**config.mk**
```make
export PLATFORM = sky130hd
export DESIGN_NAME = credit_relay_pulse_injector_core
export DESIGN_NICKNAME = d
export VERILOG_FILES = /design/src/hdl/crpi_pkg.sv /design/src/hdl/crpi_engine.sv /design/src/hdl/credit_relay_pulse_injector_core.sv
export VERILOG_INCLUDE_DIRS = /design/src /design/src/hdl
export SDC_FILE = /design/constraint.sdc
export NUM_CORES = 1
export LEC_CHECK = 0
export ABC_AREA = 0
export BUFFER_PORTS_ARGS = -buffer_cell sky130_fd_sc_hd__buf_4
export CAP_MARGIN = 20
export CORE_ASPECT_RATIO = 0.75
export CORE_UTILIZATION = 46
export DETAILED_ROUTE_END_ITERATION = 12
export PLACE_DENSITY_LB_ADDON = 0.15
export SETUP_SLACK_MARGIN = 0.5
export SYNTH_ARGS = -nofsm -noshare
export SYNTH_HDL_FRONTEND = slang
export SYNTH_SLANG_ARGS = --single-unit
```
**constraint.sdc**
```tcl
create_clock -name clk -period 5.6 [get_ports clk]
set_input_delay 1.68 -clock clk [delete_from_list [all_inputs] [get_ports clk]]
set_output_delay 1.68 -clock clk [all_outputs]
set_load 0.005 [all_outputs]
```
**src/hdl/assert_macros.svh**
```systemverilog
// ----------------------------------------------------------------------------
// assertion macros
// shared property shorthands for the credit relay pulse injector
// ----------------------------------------------------------------------------
`ifndef ASSERT_MACROS_SVH
`define ASSERT_MACROS_SVH

// same-cycle implication under reset
`define ASSERT_IMPL(label, clk, rst_n, ante, cons, msg) \
	label: assert property (@(posedge clk) disable iff (!rst_n) (ante) |-> (cons)) \
		else $error(msg);

// next-cycle implication under reset
`define ASSERT_NEXT(label, clk, rst_n, ante, cons, msg) \
	label: assert property (@(posedge clk) disable iff (!rst_n) (ante) |=> (cons)) \
		else $error(msg);

`endif

```
**src/hdl/crpi_pkg.sv**
```systemverilog
// ----------------------------------------------------------------------------
// crpi_pkg
// types and constants of the credit relay pulse injector
// ----------------------------------------------------------------------------
package crpi_pkg;

	localparam int unsigned CFG_IDX_W = 1;

	typedef enum logic [CFG_IDX_W-1:0] {
		CFG_RELAY_PULSE = 1'b0,
		CFG_PULSE_GAP   = 1'b1
	} cfg_idx_t;

	typedef enum logic [1:0] {
		SOUND_NONE  = 2'd0,
		SOUND_PULSE = 2'd1,
		SOUND_LAST  = 2'd2
	} sound_t;

	localparam logic [15:0] RELAY_PULSE_RST = 16'd100;
	localparam logic [15:0] PULSE_GAP_RST   = 16'd300;
	localparam logic [15:0] PENDING_MAX     = 16'hFFFF;

	typedef struct packed {
		logic [15:0] relay_pulse_ms;
		logic [15:0] pulse_gap_ms;
	} cfg_t;

	typedef struct packed {
		logic [1:0]  sound_code;
		logic        relay_on;
		logic        refresh_screen;
		logic        save_request;
		logic [15:0] pending_count;
		logic [15:0] injected_count;
		logic [31:0] daily_count;
		logic [31:0] grand_total;
		logic [31:0] session_count;
	} result_t;

endpackage

```
**src/hdl/crpi_engine.sv**
```systemverilog
// ----------------------------------------------------------------------------
// crpi_engine
// credit state registers and the per-poll update logic
// ----------------------------------------------------------------------------
`include "assert_macros.svh"

module crpi_engine (
	input  logic              clk,
	input  logic              arst_n,
	input  logic              step,
	input  logic              data_received,
	input  logic [7:0]        received_credits,
	input  logic [31:0]       now_ms,
	input  crpi_pkg::cfg_t    cfg,
	output crpi_pkg::result_t res
);
	import crpi_pkg::*;

	logic [15:0] pending_q;
	logic [15:0] injected_q;
	logic [31:0] daily_q;
	logic [31:0] overall_q;
	logic [31:0] session_q;
	logic        relay_q;
	logic [31:0] relay_start_q;
	logic [31:0] last_pulse_q;

	logic [16:0] sum;
	logic [15:0] pend_a;
	logic [15:0] inj_a;
	logic [31:0] on_time;
	logic [31:0] gap_time;
	logic        relay_a;
	logic        inject;
	logic [15:0] pend_n;
	logic [15:0] inj_n;

	always_comb begin
		sum = {1'b0, pending_q} + {9'd0, received_credits};
		pend_a = pending_q;
		inj_a = injected_q;
		if (data_received) begin
			pend_a = sum[16] ? PENDING_MAX : sum[15:0];
			if (received_credits != 8'd0 && pending_q == 16'd0) begin
				inj_a = 16'd0;
			end
		end
		on_time = now_ms - relay_start_q;
		gap_time = now_ms - last_pulse_q;
		relay_a = relay_q && (on_time < {16'd0, cfg.relay_pulse_ms});
		inject = (pend_a != 16'd0) && !relay_a && (gap_time >= {16'd0, cfg.pulse_gap_ms});
		pend_n = inject ? pend_a - 16'd1 : pend_a;
		inj_n = inject ? inj_a + 16'd1 : inj_a;

		res.sound_code = SOUND_NONE;
		if (inject) begin
			res.sound_code = (pend_n == 16'd0) ? SOUND_LAST : SOUND_PULSE;
		end
		res.relay_on = relay_a || inject;
		res.refresh_screen = data_received || inject;
		res.save_request = inject;
		res.pending_count = pend_n;
		res.injected_count = inj_n;
		res.daily_count = inject ? daily_q + 32'd1 : daily_q;
		res.grand_total = inject ? overall_q + 32'd1 : overall_q;
		res.session_count = inject ? session_q + 32'd1 : session_q;
	end

	always_ff @(posedge clk or negedge arst_n) begin
		if (!arst_n) begin
			pending_q <= '0;
			injected_q <= '0;
			daily_q <= '0;
			overall_q <= '0;
			session_q <= '0;
			relay_q <= 1'b0;
			relay_start_q <= '0;
			last_pulse_q <= '0;
		end else if (step) begin
			pending_q <= pend_n;
			injected_q <= inj_n;
			daily_q <= res.daily_count;
			overall_q <= res.grand_total;
			session_q <= res.session_count;
			relay_q <= res.relay_on;
			if (inject) begin
				relay_start_q <= now_ms;
				last_pulse_q <= now_ms;
			end
		end
	end

	`ASSERT_NEXT(a_inject_relay, clk, arst_n, step && inject, relay_q && relay_start_q == $past(now_ms), "relay not started by injected credit")
	`ASSERT_NEXT(a_inject_count, clk, arst_n, step && inject, overall_q == $past(overall_q) + 32'd1, "total not advanced on injection")
	`ASSERT_NEXT(a_hold_state, clk, arst_n, !step, $stable(pending_q) && $stable(daily_q) && $stable(relay_q), "credit state moved without a poll")
	`ASSERT_IMPL(a_inject_needs_credit, clk, arst_n, inject, pend_a != 16'd0 && !relay_a, "injection with nothing pending or relay busy")

endmodule

```
**src/hdl/credit_relay_pulse_injector_core.sv**
```systemverilog
// ----------------------------------------------------------------------------
// credit_relay_pulse_injector_core
// poll-driven credit relay pulse injector with counters and config registers
// ----------------------------------------------------------------------------
// Takes one poll word per cycle while out_ready is high and returns one result
// word per poll: the poll is captured in an input register, the credit state
// is updated by a single pass of compare/add logic, and the result is captured
// in an output register. The state advances as a poll leaves the input
// register, so polls stream back to back while out_ready stays high.
// Config writes (relay pulse and pulse gap, 16-bit ms) are always accepted.

module credit_relay_pulse_injector_core (
	input  logic                        clk,
	input  logic                        arst_n,
	input  logic                        in_valid,
	output logic                        in_ready,
	input  logic                        data_received,
	input  logic [7:0]                  received_credits,
	input  logic [31:0]                 now_ms,
	output logic                        out_valid,
	input  logic                        out_ready,
	output logic [1:0]                  sound_code,
	output logic                        relay_on,
	output logic                        refresh_screen,
	output logic                        save_request,
	output logic [15:0]                 pending_count,
	output logic [15:0]                 injected_count,
	output logic [31:0]                 daily_count,
	output logic [31:0]                 grand_total,
	output logic [31:0]                 session_count,
	input  logic                        cfg_valid,
	output logic                        cfg_ready,
	input  logic [crpi_pkg::CFG_IDX_W-1:0] cfg_index,
	input  logic [15:0]                 cfg_data
);
	import crpi_pkg::*;

	cfg_t        cfg_q;
	logic        valid_s1;
	logic        got_s1;
	logic [7:0]  credits_s1;
	logic [31:0] now_s1;
	logic        valid_s2;
	result_t     res_s2;
	result_t     res;
	logic        advance;

	assign cfg_ready = 1'b1;
	assign advance = valid_s1 && (!valid_s2 || out_ready);
	assign in_ready = !valid_s1 || advance;

	always_ff @(posedge clk or negedge arst_n) begin
		if (!arst_n) begin
			cfg_q.relay_pulse_ms <= RELAY_PULSE_RST;
			cfg_q.pulse_gap_ms <= PULSE_GAP_RST;
		end else if (cfg_valid) begin
			case (cfg_idx_t'(cfg_index))
				CFG_RELAY_PULSE: cfg_q.relay_pulse_ms <= cfg_data;
				CFG_PULSE_GAP:   cfg_q.pulse_gap_ms <= cfg_data;
				default: ;
			endcase
		end
	end

	always_ff @(posedge clk or negedge arst_n) begin
		if (!arst_n) begin
			valid_s1 <= 1'b0;
			valid_s2 <= 1'b0;
		end else begin
			if (in_ready) begin
				valid_s1 <= in_valid;
			end
			if (advance) begin
				valid_s2 <= 1'b1;
			end else if (out_ready) begin
				valid_s2 <= 1'b0;
			end
		end
	end

	// input word register
	always_ff @(posedge clk) begin
		if (in_valid && in_ready) begin
			got_s1 <= data_received;
			credits_s1 <= received_credits;
			now_s1 <= now_ms;
		end
	end

	// result word register
	always_ff @(posedge clk) begin
		if (advance) begin
			res_s2 <= res;
		end
	end

	crpi_engine u_engine (
		.clk              (clk),
		.arst_n           (arst_n),
		.step             (advance),
		.data_received    (got_s1),
		.received_credits (credits_s1),
		.now_ms           (now_s1),
		.cfg              (cfg_q),
		.res              (res)
	);

	assign out_valid = valid_s2;
	assign sound_code = res_s2.sound_code;
	assign relay_on = res_s2.relay_on;
	assign refresh_screen = res_s2.refresh_screen;
	assign save_request = res_s2.save_request;
	assign pending_count = res_s2.pending_count;
	assign injected_count = res_s2.injected_count;
	assign daily_count = res_s2.daily_count;
	assign grand_total = res_s2.grand_total;
	assign session_count = res_s2.session_count;

endmodule
```
# Word-level counts from Yosys, hierarchy flattened

Cells that the tools add are included.

Bitwise logic cells: 1
Add/subtract/negate cells: 7
Muxes and demuxes: 12
$lt $le $gt $ge: 2
Reduce and logical (&&, ||, !) cells: 21

Operators with widths:

| cell                                                                 | count |
|---|---|
| 32-bit by 1-bit adder with 32-bit output, second input constant      | 3 |
| 16-bit 2-to-1 mux                                                    | 6 |
| 32-bit 2-to-1 mux                                                    | 3 |
| 32-bit by 16-bit >= comparator with 1-bit output                     | 1 |
| 16-bit zero test                                                     | 2 |
| 32-bit by 16-bit < comparator with 1-bit output                      | 1 |
| 32-bit subtractor                                                    | 1 |
| 16-bit by 8-bit adder with 17-bit output                             | 1 |
| 16-bit by 1-bit adder with 16-bit output, second input constant      | 1 |
| 16-bit nonzero test                                                  | 1 |
| 16-bit by 1-bit subtractor with 16-bit output, second input constant | 1 |
| 8-bit nonzero test                                                   | 1 |
| 1-bit logical AND                                                    | 6 |
| 2-bit AND reduction                                                  | 3 |
| 1-bit logical OR                                                     | 4 |
| 1-bit zero test                                                      | 3 |
| 1-bit 2-to-1 mux                                                     | 2 |
| 2-bit 2-to-1 mux                                                     | 1 |
| 2-bit nonzero test                                                   | 1 |
| 1-bit NOT                                                            | 1 |

Input bits: 63
Word-level logic and storage cells: 66
Register bits: 369

# Logic depth before layout (Yosys ltp)

Gate-level depths: netlist of run 1.

Word-level depth: 9
Gate-level depth with buffers: 24
Gate-level depth less buffers: 22

# Cells and area by module

From an unflattened synthesis of run 1, not the netlist that was laid out.

Cell total of the unflattened synthesis: 1805
Area, all modules: 19494.9 um^2

Modules (own cells, without submodules):

| module                           | instances | area an instance (um^2) | cells each |
|---|---|---|---|
| crpi_engine                      | 1         | 12913.6                 | 1552 |
| credit_relay_pulse_injector_core | 1         | 6581.3                  | 253 |

# Least setup slack after synthesis of run 1

OpenSTA, ideal clock, no wires.

Path kind: input -> register
From: input out_ready
To: register u_engine.daily_q[15]
Buffers on the path: 2
Data arrival time: 6.692 ns
Data required time: 5.466 ns
Slack: -1.226 ns
Stages on the path: 7
Library setup time: 0.134 ns
Cell sequence: nand2b_1 nand2_1 clkinv_1 buf_1 buf_1 nand2_1 xnor2_1

Longest elaborated chain between the ends: 2

Ends and longest elaborated chain:

| item                 | line                                   | RTL |
|---|---|---|
| start, declared      | credit_relay_pulse_injector_core.sv:21 | `input logic out_ready,` |
| 1-bit logical OR     | credit_relay_pulse_injector_core.sv:49 | `assign advance = valid_s1 && (!valid_s2 \|\| out_ready);` |
| 1-bit logical AND    | credit_relay_pulse_injector_core.sv:49 |  |
| named net advance    | credit_relay_pulse_injector_core.sv:46 | `logic advance;` |
| end signal, assigned | crpi_engine.sv:82                      | `daily_q <= res.daily_count;` |
| end, declared        | crpi_engine.sv:21                      | `logic [31:0] daily_q;` |

The timed path passes the listed nets, and every way through them passes these cells.
A chain may end at the register's enable or synchronous reset.

# Final worst setup path of run 1

From: register now_s1[3]
To: register res_s2, in the netlist sound_code[0] (data pin)

Longest elaborated chain between the ends: 9
Elaborated cells on any way between the ends: 10
Classes of those cells: 1 x add/sub; 2 x order compare; 2 x mux; 5 x reduce/logical

Ends and longest elaborated chain:

| item                                            | line                                   | RTL |
|---|---|---|
| start, declared                                 | credit_relay_pulse_injector_core.sv:42 | `logic [31:0] now_s1;` |
| start signal, assigned                          | credit_relay_pulse_injector_core.sv:86 | `now_s1 <= now_ms;` |
| 32-bit subtractor *                             | crpi_engine.sv:48                      | `on_time = now_ms - relay_start_q;` |
| 32-bit by 16-bit < comparator with 1-bit output | crpi_engine.sv:50                      | `relay_a = relay_q && (on_time < {16'd0, cfg.relay_pulse_ms});` |
| 1-bit logical AND                               | crpi_engine.sv:50                      |  |
| 1-bit zero test                                 | crpi_engine.sv:51                      | `inject = (pend_a != 16'd0) && !relay_a && (gap_time >= {16'd0, cfg.pulse_gap_ms});` |
| 1-bit logical AND                               | crpi_engine.sv:51                      |  |
| 1-bit logical AND *                             | crpi_engine.sv:51                      |  |
| 16-bit 2-to-1 mux                               | crpi_engine.sv:52                      | `pend_n = inject ? pend_a - 16'd1 : pend_a;` |
| 16-bit zero test                                | crpi_engine.sv:57                      | `res.sound_code = (pend_n == 16'd0) ? SOUND_LAST : SOUND_PULSE;` |
| 2-bit 2-to-1 mux                                | crpi_engine.sv:57                      |  |
| end signal, assigned                            | credit_relay_pulse_injector_core.sv:93 | `res_s2 <= res;` |
| end, declared                                   | credit_relay_pulse_injector_core.sv:44 | `result_t res_s2;` |

Mark *: on every way between the ends. The rest lies on a longest branch, timed or not.

==> metrics.md, run 1 <==
| Metric | Value |
|---|---|
| Final-stage net count | 2222 |
| Initial core utilization | 46.66% |
| Pre-Repair DR Iteration Count | 7 |
| Pre-CTS WS | 0.1648 ns |
| Final worst-path cycle share | 89.24% |
| Slew HR | 30.13% |
| Compound-Gate Fraction of Synth Area | 9.542% |
| Hold Vio Cnt, Final | 0 |
| Max Transition Viols Final | 0 |
| Number of global-route vias before repair | 14230 |
| Syn_area_per_cell | 10.49 µm² |
| Wire per inst | 18.29 µm |
| Min-Delay Path Class | register to register |
| Register area share after synthesis | 51.45% |
| Worst setup SP type | register |
| Sum Neg Setup Slack | 0 ns |
| Synth Area in Simple Gates | 16.85% |
| Worst Path Required | 5.89 ns |
| FF-to-FF setup slack | 0.60 ns |
| Number of max-cap violations | 0 |
| Row count | 65 |
| Yosys top cell by area | edfxtp_1 |
| Antenna viol nets, final | 0 |
| Die area | 0.04357 mm² |
| Asr flop ratio synth | 52.85% |
| Ranking of synthesized cells by area | edfxtp_1 (27%), dfrtp_1 (24%), xnor2_1 (5.7%) |
| XOR/XNOR Fraction of Synth Area | 10.87% |
| Synth-to-layout area growth | 18.82% |
| Fillers | 3745 |
| Total GRT Usage | 22.72% |
| Fmax | 200.1 MHz |
| Outcome | finished clean |
| IO Pins | 199 |
| Routed vias/inst | 5.489 |
| Data arrival time of the critical path | 5.29 ns |
| CP Capture Type | register |
| Core Region | 0.04213 mm² |
| Largest family of logic cells by synthesized area | simple AND/OR/NAND/NOR gates |
| DRC errors left | 0 |
| Post-synth top cells | nand2_1 (226), dfrtp_1 (188), edfxtp_1 (174) |
| Final WS setup | 0.6024 ns |
| Number of port buffers | 197 |
| Clock Sinks | 369 |
| Chip Width | 240.7 µm |
| Most common flop cell mapped by yosys | dfrtp_1 |
| TritonCTS Buffers | 39 |
| CTS H-Tree Depth | 2 |
| First-pass GRT wire length | 78320 µm |
| Pwr dens | 385.1 mW/mm² |
| Post-synth EDFFs | 174 |
| Final HPWL DP | 35420 µm |
| Hold depth | 1 |
| Met2 WL | 21600 µm |
| Grt total ovfl | 0 |
| Min-delay src | u_engine.daily_q[31]$_DFFE_PN0P_ |
| R2r endpoint | sound_code[0]$_SDFFCE_PP0P_ |
| Share of cells above drive strength 1 | 19.17% |
| Worst-path clk slew | 0.06 ns |
| Max Root-Sink Buffers | 3 |
| Adder-cell share of the synthesized area | 4.978% |
| Root Buffer | clkbuf_16 |
| Fin Clk Skew | 0.01452 ns |
| Routed WL | 49100 µm |
| Mux share of post-synthesis cell area | 3.011% |
| Die height | 181.0 µm |
| Cell Area, Synth | 0.01966 mm² |
| TritonCTS clock tree | built |
| RSZ-0062 raised after global routing | yes |
| VDD IR max | 0.0002246 V |
| Critical path class | register to register |
| Synth cell types | 86 |
| Syn Inst Count | 1873 |
| Yosys reg bits | 369 |
| Most frequent cell after synthesis | nand2_1 |
| Largest net degree at the start of global routing | 127 |
| Post-synth top area share | 26.58% |
| Highest metal used | met4 |
| Synth Warn # | 0 |
| Antenna violations before repair | 2 |
| Worst skew pair latency | 0.55 ns |
| Leak | 10.05 nW |
| Initial DRC Count | 1050 |
| Vias | 14730 |
| Reg-to-Reg Start | now_s1[3]$_DFFE_PP_ |
| Hold EP | u_engine.daily_q[31]$_DFFE_PN0P_ |
| Gpl congestion | 0.9422 |
| Clock period minus worst slack | 4.998 ns |
| WL met1 | 23390 µm |
| Slew @ Worst Pin | 1.048 ns |
| Max Fanout on Critical Path | 23 |
| # setup viols final | 0 |
| Syn nets | 2013 |
| Reg2Reg Depth | 19 |
| Post-CTS Hold Fix Bufs | 0 |
| DR WL met3 | 2947 µm |
critical path, cell delays in order (launching register included):
cell and delay [ns]:
edfxtp_1 0.41, ha_1 0.39, a21o_1 0.22, a21oi_2 0.21, nand2_1 0.10, and2_1 0.21
a31oi_1 0.23, xnor2_1 0.22, ha_1 0.32, a21o_1 0.17, a21o_1 0.19, a2111oi_2 0.43
o2111ai_2 0.19, nand2_2 0.15, nand4_4 0.20, o21ai_4 0.24, buf_12 0.22, mux2i_1 0.21
o211ai_1 0.13, o31a_1 0.30
through the flow:
step / instance area, µm² / hold WS [ns] / power [mW] / cells / util, %
after global routing: 23350 / 0.5114 / 9.513 / 2684 / 55.44
after CTS: 23140 / 0.4971 / 8.972 / 2677 / 54.94
final: 23350 / 0.4915 / 8.994 / 2684 / 55.44
after detailed placement: 21840 / 0.4883 / 6.403 / 2602 / 51.85
after floorplan: 19660 / 0.4454 / 5.440 / 1873 / -
after global placement: 21840 / 0.4755 / 6.357 / 2602 / 51.85
cells in the final DEF, fill, tap and decap left out, types with 9 or more instances in the layout:
master	instances
o21ai_1	37
and3_1	28
o21a_1	10
nor2b_1	10
xnor2_1	125
buf_4	233
ha_1	74
dfrtp_1	188
edfxtp_1	174
o21ai_0	67
nand2_1	223
nand3_1	63
a21o_1	19
inv_1	83
xor2_1	115
mux2i_1	13
mux2_2	36
a211oi_1	12
a21oi_1	48
nand4_1	45
nor2_1	146
nand2b_1	15
and2_1	11
or3_1	14
nor4_1	17
o211ai_1	9
clkbuf_16	40
nor3_1	48
clkbuf_1	13
report_power, final:
group | total (mW) | internal, mW | switching, mW
sequential | 3.62 | 3.30 | 0.317
combinational | 2.87 | 1.21 | 1.66
clock | 2.51 | 1.42 | 1.09
total | 8.99 | 5.93 | 3.06
worst max path at each step:
stage / start / endpoint / slack [ns] / cells after the start
2_1_floorplan: u_engine.pending_q[0]$_DFFE_PN0P_ / sound_code[0]$_SDFFCE_PP0P_ / 0.72 / 18
3_3_place_gp: now_s1[0]$_DFFE_PP_ / u_engine.relay_start_q[0]$_DFFE_PN0P_ / 0.47 / 22
3_5_place_dp: u_engine.relay_start_q[0]$_DFFE_PN0P_ / u_engine.relay_start_q[0]$_DFFE_PN0P_ / 0.16 / 21
4_1_cts: now_s1[3]$_DFFE_PP_ / session_count[29]$_DFFE_PP_ / 0.51 / 20
5_1_grt: now_s1[3]$_DFFE_PP_ / sound_code[0]$_SDFFCE_PP0P_ / 0.40 / 19
6_report: now_s1[3]$_DFFE_PP_ / sound_code[0]$_SDFFCE_PP0P_ / 0.60 / 19
state kept, by name, summed over array words and instances (netlist names), 2 cells and up:
name,flops
cfg_q,32
daily_count,32
grand_total,32
now_s1,32
session_count,32
u_engine.daily_q,32
u_engine.overall_q,32
u_engine.relay_start_q,32
u_engine.session_q,32
injected_count,16
pending_count,16
u_engine.injected_q,16
u_engine.pending_q,16
credits_s1,8
sound_code,2
layout make-up:
cell class,instances,area [µm²],share of cell area (%)
sequential,369,10110,43.31
multi-input combinational,1348,9135,39.12
timing repair buffer,240,1846,7.903
clock buffer,57,1105,4.731
tap,569,711.9,3.048
inverter,84,320.3,1.372
clock inverter,15,117.6,0.5036
antenna,2,5.005,0.02143
kinds of logic after synthesis:
group	Yosys count
other cells	1
fa+ha+maj	77
compound gates	288
buf+inv	157
xor+xnor	243
simple gates	684
flops	369
mux	54
timing repair:
action / 4_1_cts / 5_1_grt
endpoints found under the hold margin: 0 / 0
pin swaps: 2 / 7
resized for setup: 12 / 30
setup endpoints to repair: 192 / 189
buffers inserted: 3 / 2
cloned: 0 / 1
metal layers:
metal	track usage [%]	up-vias
met5	0	-
met4	6.471	0
met3	4.018	85
met2	33.74	436
met1	33.84	7140
li1	-	7071
No activity file was read; power rests on OpenSTA's default activity.
==> run 2: changes to the inputs <==
Settings changed: CELL_PAD_IN_SITES_DETAIL_PLACEMENT set to 0, CELL_PAD_IN_SITES_GLOBAL_PLACEMENT set to 1, CORE_MARGIN set to 8, CORE_UTILIZATION 46 to 43.
==> run 2 against run 1 <==
  * Sequential share of layout area is 0.39 points lower
  * Die area rose by 21%
  * Power up 4.9%
  * Maximum frequency is 2.1% higher
  * Sequential cell count is the same
  * Critical endpoint unchanged
  * Largest power group unchanged
==> metrics.md, run 2 (same netlist as run 1, synthesis figures left out) <==
| Metric | Value |
|---|---|
| Die height | 201.2 µm |
| Final HPWL DP | 37200 µm |
| DR WL met3 | 2795 µm |
| Slew HR | 28.36% |
| Fin Clk Skew | 0.01475 ns |
| Total GRT Usage | 19.31% |
| TritonCTS clock tree | built |
| Routed vias/inst | 5.361 |
| Antenna violations before repair | 0 |
| Reg2Reg Depth | 17 |
| Number of global-route vias before repair | 14510 |
| Initial core utilization | 43.10% |
| FF-to-FF setup slack | 0.70 ns |
| Min-Delay Path Class | register to register |
| Final WS setup | 0.7043 ns |
| Post-CTS Hold Fix Bufs | 0 |
| Hold Vio Cnt, Final | 0 |
| Worst setup SP type | register |
| Critical path class | register to register |
| WL met1 | 25450 µm |
| # setup viols final | 0 |
| Core Region | 0.04560 mm² |
| Antenna viol nets, final | 0 |
| Max Transition Viols Final | 0 |
| Non-Filler Instances | 2711 |
| Final worst-path cycle share | 87.42% |
| Most common cell after layout, fill and taps aside | buf_4 |
| Outcome | finished clean |
| Fillers | 4137 |
| Pre-Repair DR Iteration Count | 5 |
| Share of cells above drive strength 1 | 19.47% |
| Number of port buffers | 197 |
| Worst-path clk slew | 0.06 ns |
| DP Area | 0.02177 mm² |
| Sum Neg Setup Slack | 0 ns |
| Fmax | 204.3 MHz |
| Clock period minus worst slack | 4.896 ns |
| Vias | 14530 |
| Hold depth | 2 |
| Met2 WL | 22310 µm |
| Clock Sinks | 369 |
| Highest metal used | met4 |
| Number of cells after detailed placement | 2615 |
| CP Capture Type | register |
| Pwr dens | 400.5 mW/mm² |
| Grt total ovfl | 0 |
| DRC errors left | 0 |
| Min-delay src | now_s1[3]$_DFFE_PP_ |
| Largest net degree at the start of global routing | 95 |
| Routed WL | 51710 µm |
| Leak | 10.13 nW |
| Slowest Stage Delay on Critical Path | 0.45 ns |
| Initial DRC Count | 1023 |
| Slew @ Worst Pin | 1.065 ns |
| Row count | 68 |
| Footprint of the multi-input gates | 0.009085 mm² |
| Worst path most repeated cell | a211oi_2 |
| VDD IR max | 0.0002116 V |
| Worst skew pair latency | 0.55 ns |
| Delay-heaviest family, CP | compound AO/OA/AOI/OAI gates |
| Reg area | 0.01011 mm² |
| Crit path cell chain | ha_1 > fa_1 > a211oi_2 > o21a_1 > nor3_1 > a211oi_2 > ha_2 > inv_1 > nor4_4 > nand4_1 > or3_4 > or2_2 > o21ai_4 > buf_12 > mux2i_2 > o211ai_1 > o31a_1 |
| Number of max-cap violations | 0 |
| Wire per inst | 19.07 µm |
| Post-route cell area | 0.02357 mm² |
| WP buf/inv | 2 |
| Die area | 0.05288 mm² |
| Pre-CTS WS | 0.08956 ns |
| Chip Width | 262.9 µm |
| Worst Path Required | 5.89 ns |
| Gpl congestion | 0.8902 |
| CTS H-Tree Depth | 2 |
| First-pass GRT wire length | 83360 µm |
| Final Util | 51.68% |
| Most frequent cells in the layout | buf_4 (233), nand2_1 (223), dfrtp_1 (188) |
| Reg-to-Reg Start | u_engine.pending_q[0]$_DFFE_PN0P_ |
| IO Pins | 199 |
| Data arrival time of the critical path | 5.19 ns |
| Root Buffer | clkbuf_16 |
| Synth-to-layout area growth | 19.91% |
| Max Root-Sink Buffers | 3 |
| Hold EP | u_engine.relay_start_q[3]$_DFFE_PN0P_ |
| Max Fanout on Critical Path | 5 |
| Hold Slack | 0.4808 ns |
| RSZ-0062 raised after global routing | yes |
| WP depth | 17 |
| Ant diodes | 0 |
| Worst Setup SP | u_engine.pending_q[0]$_DFFE_PN0P_ |
| TritonCTS Buffers | 41 |
| Slowest CP cell | fa_1 |
| Tot Pwr | 9.439 mW |
| R2r endpoint | sound_code[0]$_SDFFCE_PP0P_ |
| Final-stage net count | 2224 |
[run 2: changes by cell type in the layout (fill, tap and decap cells not counted), sizes merged]
cell,before,now
inv,86,87
diode,2,0
clkinv,11,15
clkinvlp,1,2
clkbuf,58,48
bufinv,1,8
[run 2: power breakdown]
group          total, mW  switching, mW  internal, mW
Sequential          3.63          0.329          3.30
Combinational       2.92           1.69          1.22
Clock               2.90           1.13          1.76
[run 2: worst register-to-register path: stages, from the launching register on]
cell	delay, ns
dfrtp_1	0.44
ha_1	0.26
fa_1	0.45
a211oi_2	0.33
o21a_1	0.20
nor3_1	0.09
a211oi_2	0.34
ha_2	0.28
inv_1	0.10
nor4_4	0.32
nand4_1	0.16
or3_4	0.38
or2_2	0.37
o21ai_4	0.10
buf_12	0.15
mux2i_2	0.25
o211ai_1	0.14
o31a_1	0.29
[run 2: worst max path at each step]
| stage | slack, ns | to |
|---|---|---|
| global placement | 0.30 | u_engine.overall_q[8]$_DFFE_PN0P_ |
| CTS | 0.50 | daily_count[27]$_DFFE_PP_ |
| detailed placement | 0.09 | u_engine.overall_q[8]$_DFFE_PN0P_ |
| global route | 0.41 | u_engine.overall_q[8]$_DFFE_PN0P_ |
| finish | 0.70 | sound_code[0]$_SDFFCE_PP0P_ |
| floorplan | 0.72 | sound_code[0]$_SDFFCE_PP0P_ |
[run 2: layout make-up]
class,count,share of cell area (%)
timing repair buffer,240,7.884
sequential,369,42.91
tap,595,3.159
inverter,84,1.375
clock buffer,47,4.576
multi-input combinational,1348,38.55
clock inverter,28,1.545
[run 2: repair_timing]
item / in CTS / in global routing
gates cloned: 1 / 0
pin swaps: 5 / 13
buffers inserted: 8 / 10
gates resized for setup: 14 / 23
endpoints found under the setup margin: 194 / 207
[run 2: layer usage]
layer | up-vias | GRT usage [%]
met1 | 7035 | 28.43
met4 | 0 | 4.635
li1 | 7078 | -
met5 | - | 0
met2 | 356 | 29.14
met3 | 65 | 3.696
==> run 3: changes to the inputs <==
Settings changed: CORE_UTILIZATION 43 to 38.
==> run 3 against run 2 <==
  * Non-clock buffer count rose by 13
  * Highest routed layer unchanged
  * First-iteration DRC count rose by 7.6%
  * Die area rose by 12%
  * Via count rose by 1.3%
  * Final area rose by 0.26%
  * Power fell by 2.6%
  * Sequential share of layout area fell by 0.11 points
  * Sequential cell count did not move
  * Global-route usage fell by 1.8 points
  * Largest power group unchanged
  * Sequential power barely moved
  * Critical path depth rose by 1
  * Clock-buffer cell count rose by 11
==> metrics.md, run 3 (same netlist as run 1, synthesis figures left out) <==
| Metric | Value |
|---|---|
| Outcome | finished clean |
| Reg2Reg Depth | 18 |
| First-pass GRT wire length | 83380 µm |
| Antenna viol nets, final | 0 |
| Die area | 0.05933 mm² |
| Fmax | 205.4 MHz |
| Met2 WL | 22670 µm |
| Largest net degree at the start of global routing | 86 |
| Core Region | 0.05135 mm² |
| Critical path class | register to register |
| Max Root-Sink Buffers | 3 |
| TritonCTS clock tree | built |
| Number of max-cap violations | 0 |
| Worst skew pair latency | 0.55 ns |
| Number of port buffers | 197 |
| Total GRT Usage | 17.48% |
| Post-CTS Hold Fix Bufs | 0 |
| Final-stage net count | 2237 |
| Worst setup SP type | register |
| Max Transition Viols Final | 0 |
| Highest metal used | met4 |
| Vias | 14730 |
| Initial DRC Count | 1101 |
| Gpl congestion | 0.8607 |
| Die height | 213.0 µm |
| Hold Vio Cnt, Final | 0 |
| Root Buffer | clkbuf_16 |
| Clock period minus worst slack | 4.867 ns |
| Most common cell after layout, fill and taps aside | buf_4 |
| Final worst-path cycle share | 86.92% |
| Routed WL | 53230 µm |
| Footprint of the multi-input gates | 0.009096 mm² |
| Slowest CP cell | fa_1 |
| Routed vias/inst | 5.270 |
| Final Util | 46.02% |
| Final HPWL DP | 38580 µm |
| Worst Path Required | 5.90 ns |
| Slew HR | 30.13% |
| TritonCTS Buffers | 41 |
| Hold depth | 1 |
| R2r endpoint | sound_code[0]$_SDFFCE_PP0P_ |
| Row count | 72 |
| DR WL met3 | 3347 µm |
| Pre-Repair DR Iteration Count | 5 |
| Sum Neg Setup Slack | 0 ns |
| Pwr dens | 389.2 mW/mm² |
| Fillers | 4818 |
| Hold EP | u_engine.daily_q[31]$_DFFE_PN0P_ |
| Crit path cell chain | ha_1 > fa_1 > a211oi_2 > o21a_2 > nor3_1 > buf_4 > a21oi_1 > ha_2 > inv_1 > nor4_4 > nand4_1 > or3_4 > or2_4 > o21ai_4 > buf_12 > mux2i_2 > o211ai_1 > o31a_1 |
| Chip Width | 278.6 µm |
| WL met1 | 25910 µm |
| Data arrival time of the critical path | 5.17 ns |
| Most frequent cells in the layout | buf_4 (245), nand2_1 (223), dfrtp_1 (188) |
| Clock Sinks | 369 |
| Share of cells above drive strength 1 | 19.54% |
| Number of global-route vias before repair | 14700 |
| Max Fanout on Critical Path | 10 |
| Worst Setup SP | credits_s1[0]$_DFFE_PP_ |
| FF-to-FF setup slack | 0.73 ns |
| Initial core utilization | 38.28% |
| Slew @ Worst Pin | 1.038 ns |
| Wire per inst | 19.04 µm |
| Reg area | 0.01011 mm² |
| CP Capture Type | register |
| VDD IR max | 0.0001880 V |
| Leak | 10.12 nW |
| Slowest Stage Delay on Critical Path | 0.44 ns |
| Ant diodes | 0 |
| CTS H-Tree Depth | 2 |
| Antenna violations before repair | 1 |
| Fin Clk Skew | 0.01903 ns |
| Grt total ovfl | 0 |
| Worst-path clk slew | 0.06 ns |
| RSZ-0062 raised after global routing | no |
| DRC errors left | 0 |
| IO Pins | 199 |
| Synth-to-layout area growth | 20.22% |
| Non-Filler Instances | 2795 |
| # setup viols final | 0 |
| Min-delay src | u_engine.daily_q[31]$_DFFE_PN0P_ |
| Min-Delay Path Class | register to register |
| Reg-to-Reg Start | credits_s1[0]$_DFFE_PP_ |
| Number of cells after detailed placement | 2698 |
## run 3: cell types whose count changed in the layout (fill, tap and decap cells not counted), moves of 3 or more
cell	change
buf_12	+3
buf_4	+12
bufinv_16	-5
clkbuf_1	+12
clkinv_4	-4
ha_1	-6
ha_2	+6
## run 3: worst max-delay path: cells and delay by family (launching register included)
kind | cells | cell delay (ns)
flip-flops | 1 | 0.41
AND/OR/NAND/NOR | 5 | 1.24
AO/OA/AOI/OAI | 6 | 1.27
multiplexers | 1 | 0.27
adder cells (fa/ha/maj) | 3 | 0.95
buffers and inverters | 3 | 0.45
## run 3: worst max-delay path by stage
stage | endpoint | slack [ns] | cells after the start
after floorplan | sound_code[0]$_SDFFCE_PP0P_ | 0.72 | 18
after global placement | sound_code[0]$_SDFFCE_PP0P_ | 0.17 | 20
after detailed placement | u_engine.overall_q[6]$_DFFE_PN0P_ | 0.12 | 21
after CTS | u_engine.overall_q[8]$_DFFE_PN0P_ | 0.49 | 21
after global routing | session_count[26]$_DFFE_PP_ | 0.49 | 21
final | sound_code[0]$_SDFFCE_PP0P_ | 0.73 | 18
## run 3: routing by layer
metal / vias up / track usage (%)
met3: 75 / 4.029
met2: 361 / 25.88
met1: 7180 / 25.45
met5: - / 0
met4: 0 / 4.811
li1: 7113 / -
## run 3: final cells by class
cell class / count / share of cell area (%)
Sequential cell: 369 / 42.80
Multi-Input combinational cell: 1348 / 38.50
Inverter: 84 / 1.371
Timing Repair Buffer: 253 / 8.414
Clock inverter: 17 / 0.6937
Clock buffer: 58 / 4.697
Tap cell: 666 / 3.527
## run 3: through the flow
stage	instance area (µm²)	total power, mW	hold WS, ns	worst slack [ns]
after floorplan	19660	5.440	0.4454	0.7165
after global placement	21950	6.448	0.4733	0.1667
after detailed placement	21950	6.470	0.4796	0.1242
after CTS	23360	9.190	0.4918	0.4881
after global routing	23630	9.767	0.5068	0.4852
final	23630	9.197	0.4865	0.7325
## run 3: what timing repair did
item	CTS	global route
gates resized for setup	15	30
endpoints found under the setup margin	172	175
pin swaps	4	9
buffers inserted	8	11
gates cloned	0	1
## run 3: where the power goes
| group | total (mW) | internal, mW | leakage [nW] | switching (mW) |
|---|---|---|---|---|
| Combinational | 2.96 | 1.24 | 5.32 | 1.72 |
| Clock | 2.62 | 1.52 | 0.622 | 1.10 |
| Sequential | 3.62 | 3.30 | 4.18 | 0.321 |
| Total | 9.20 | 6.06 | 10.1 | 3.13 |
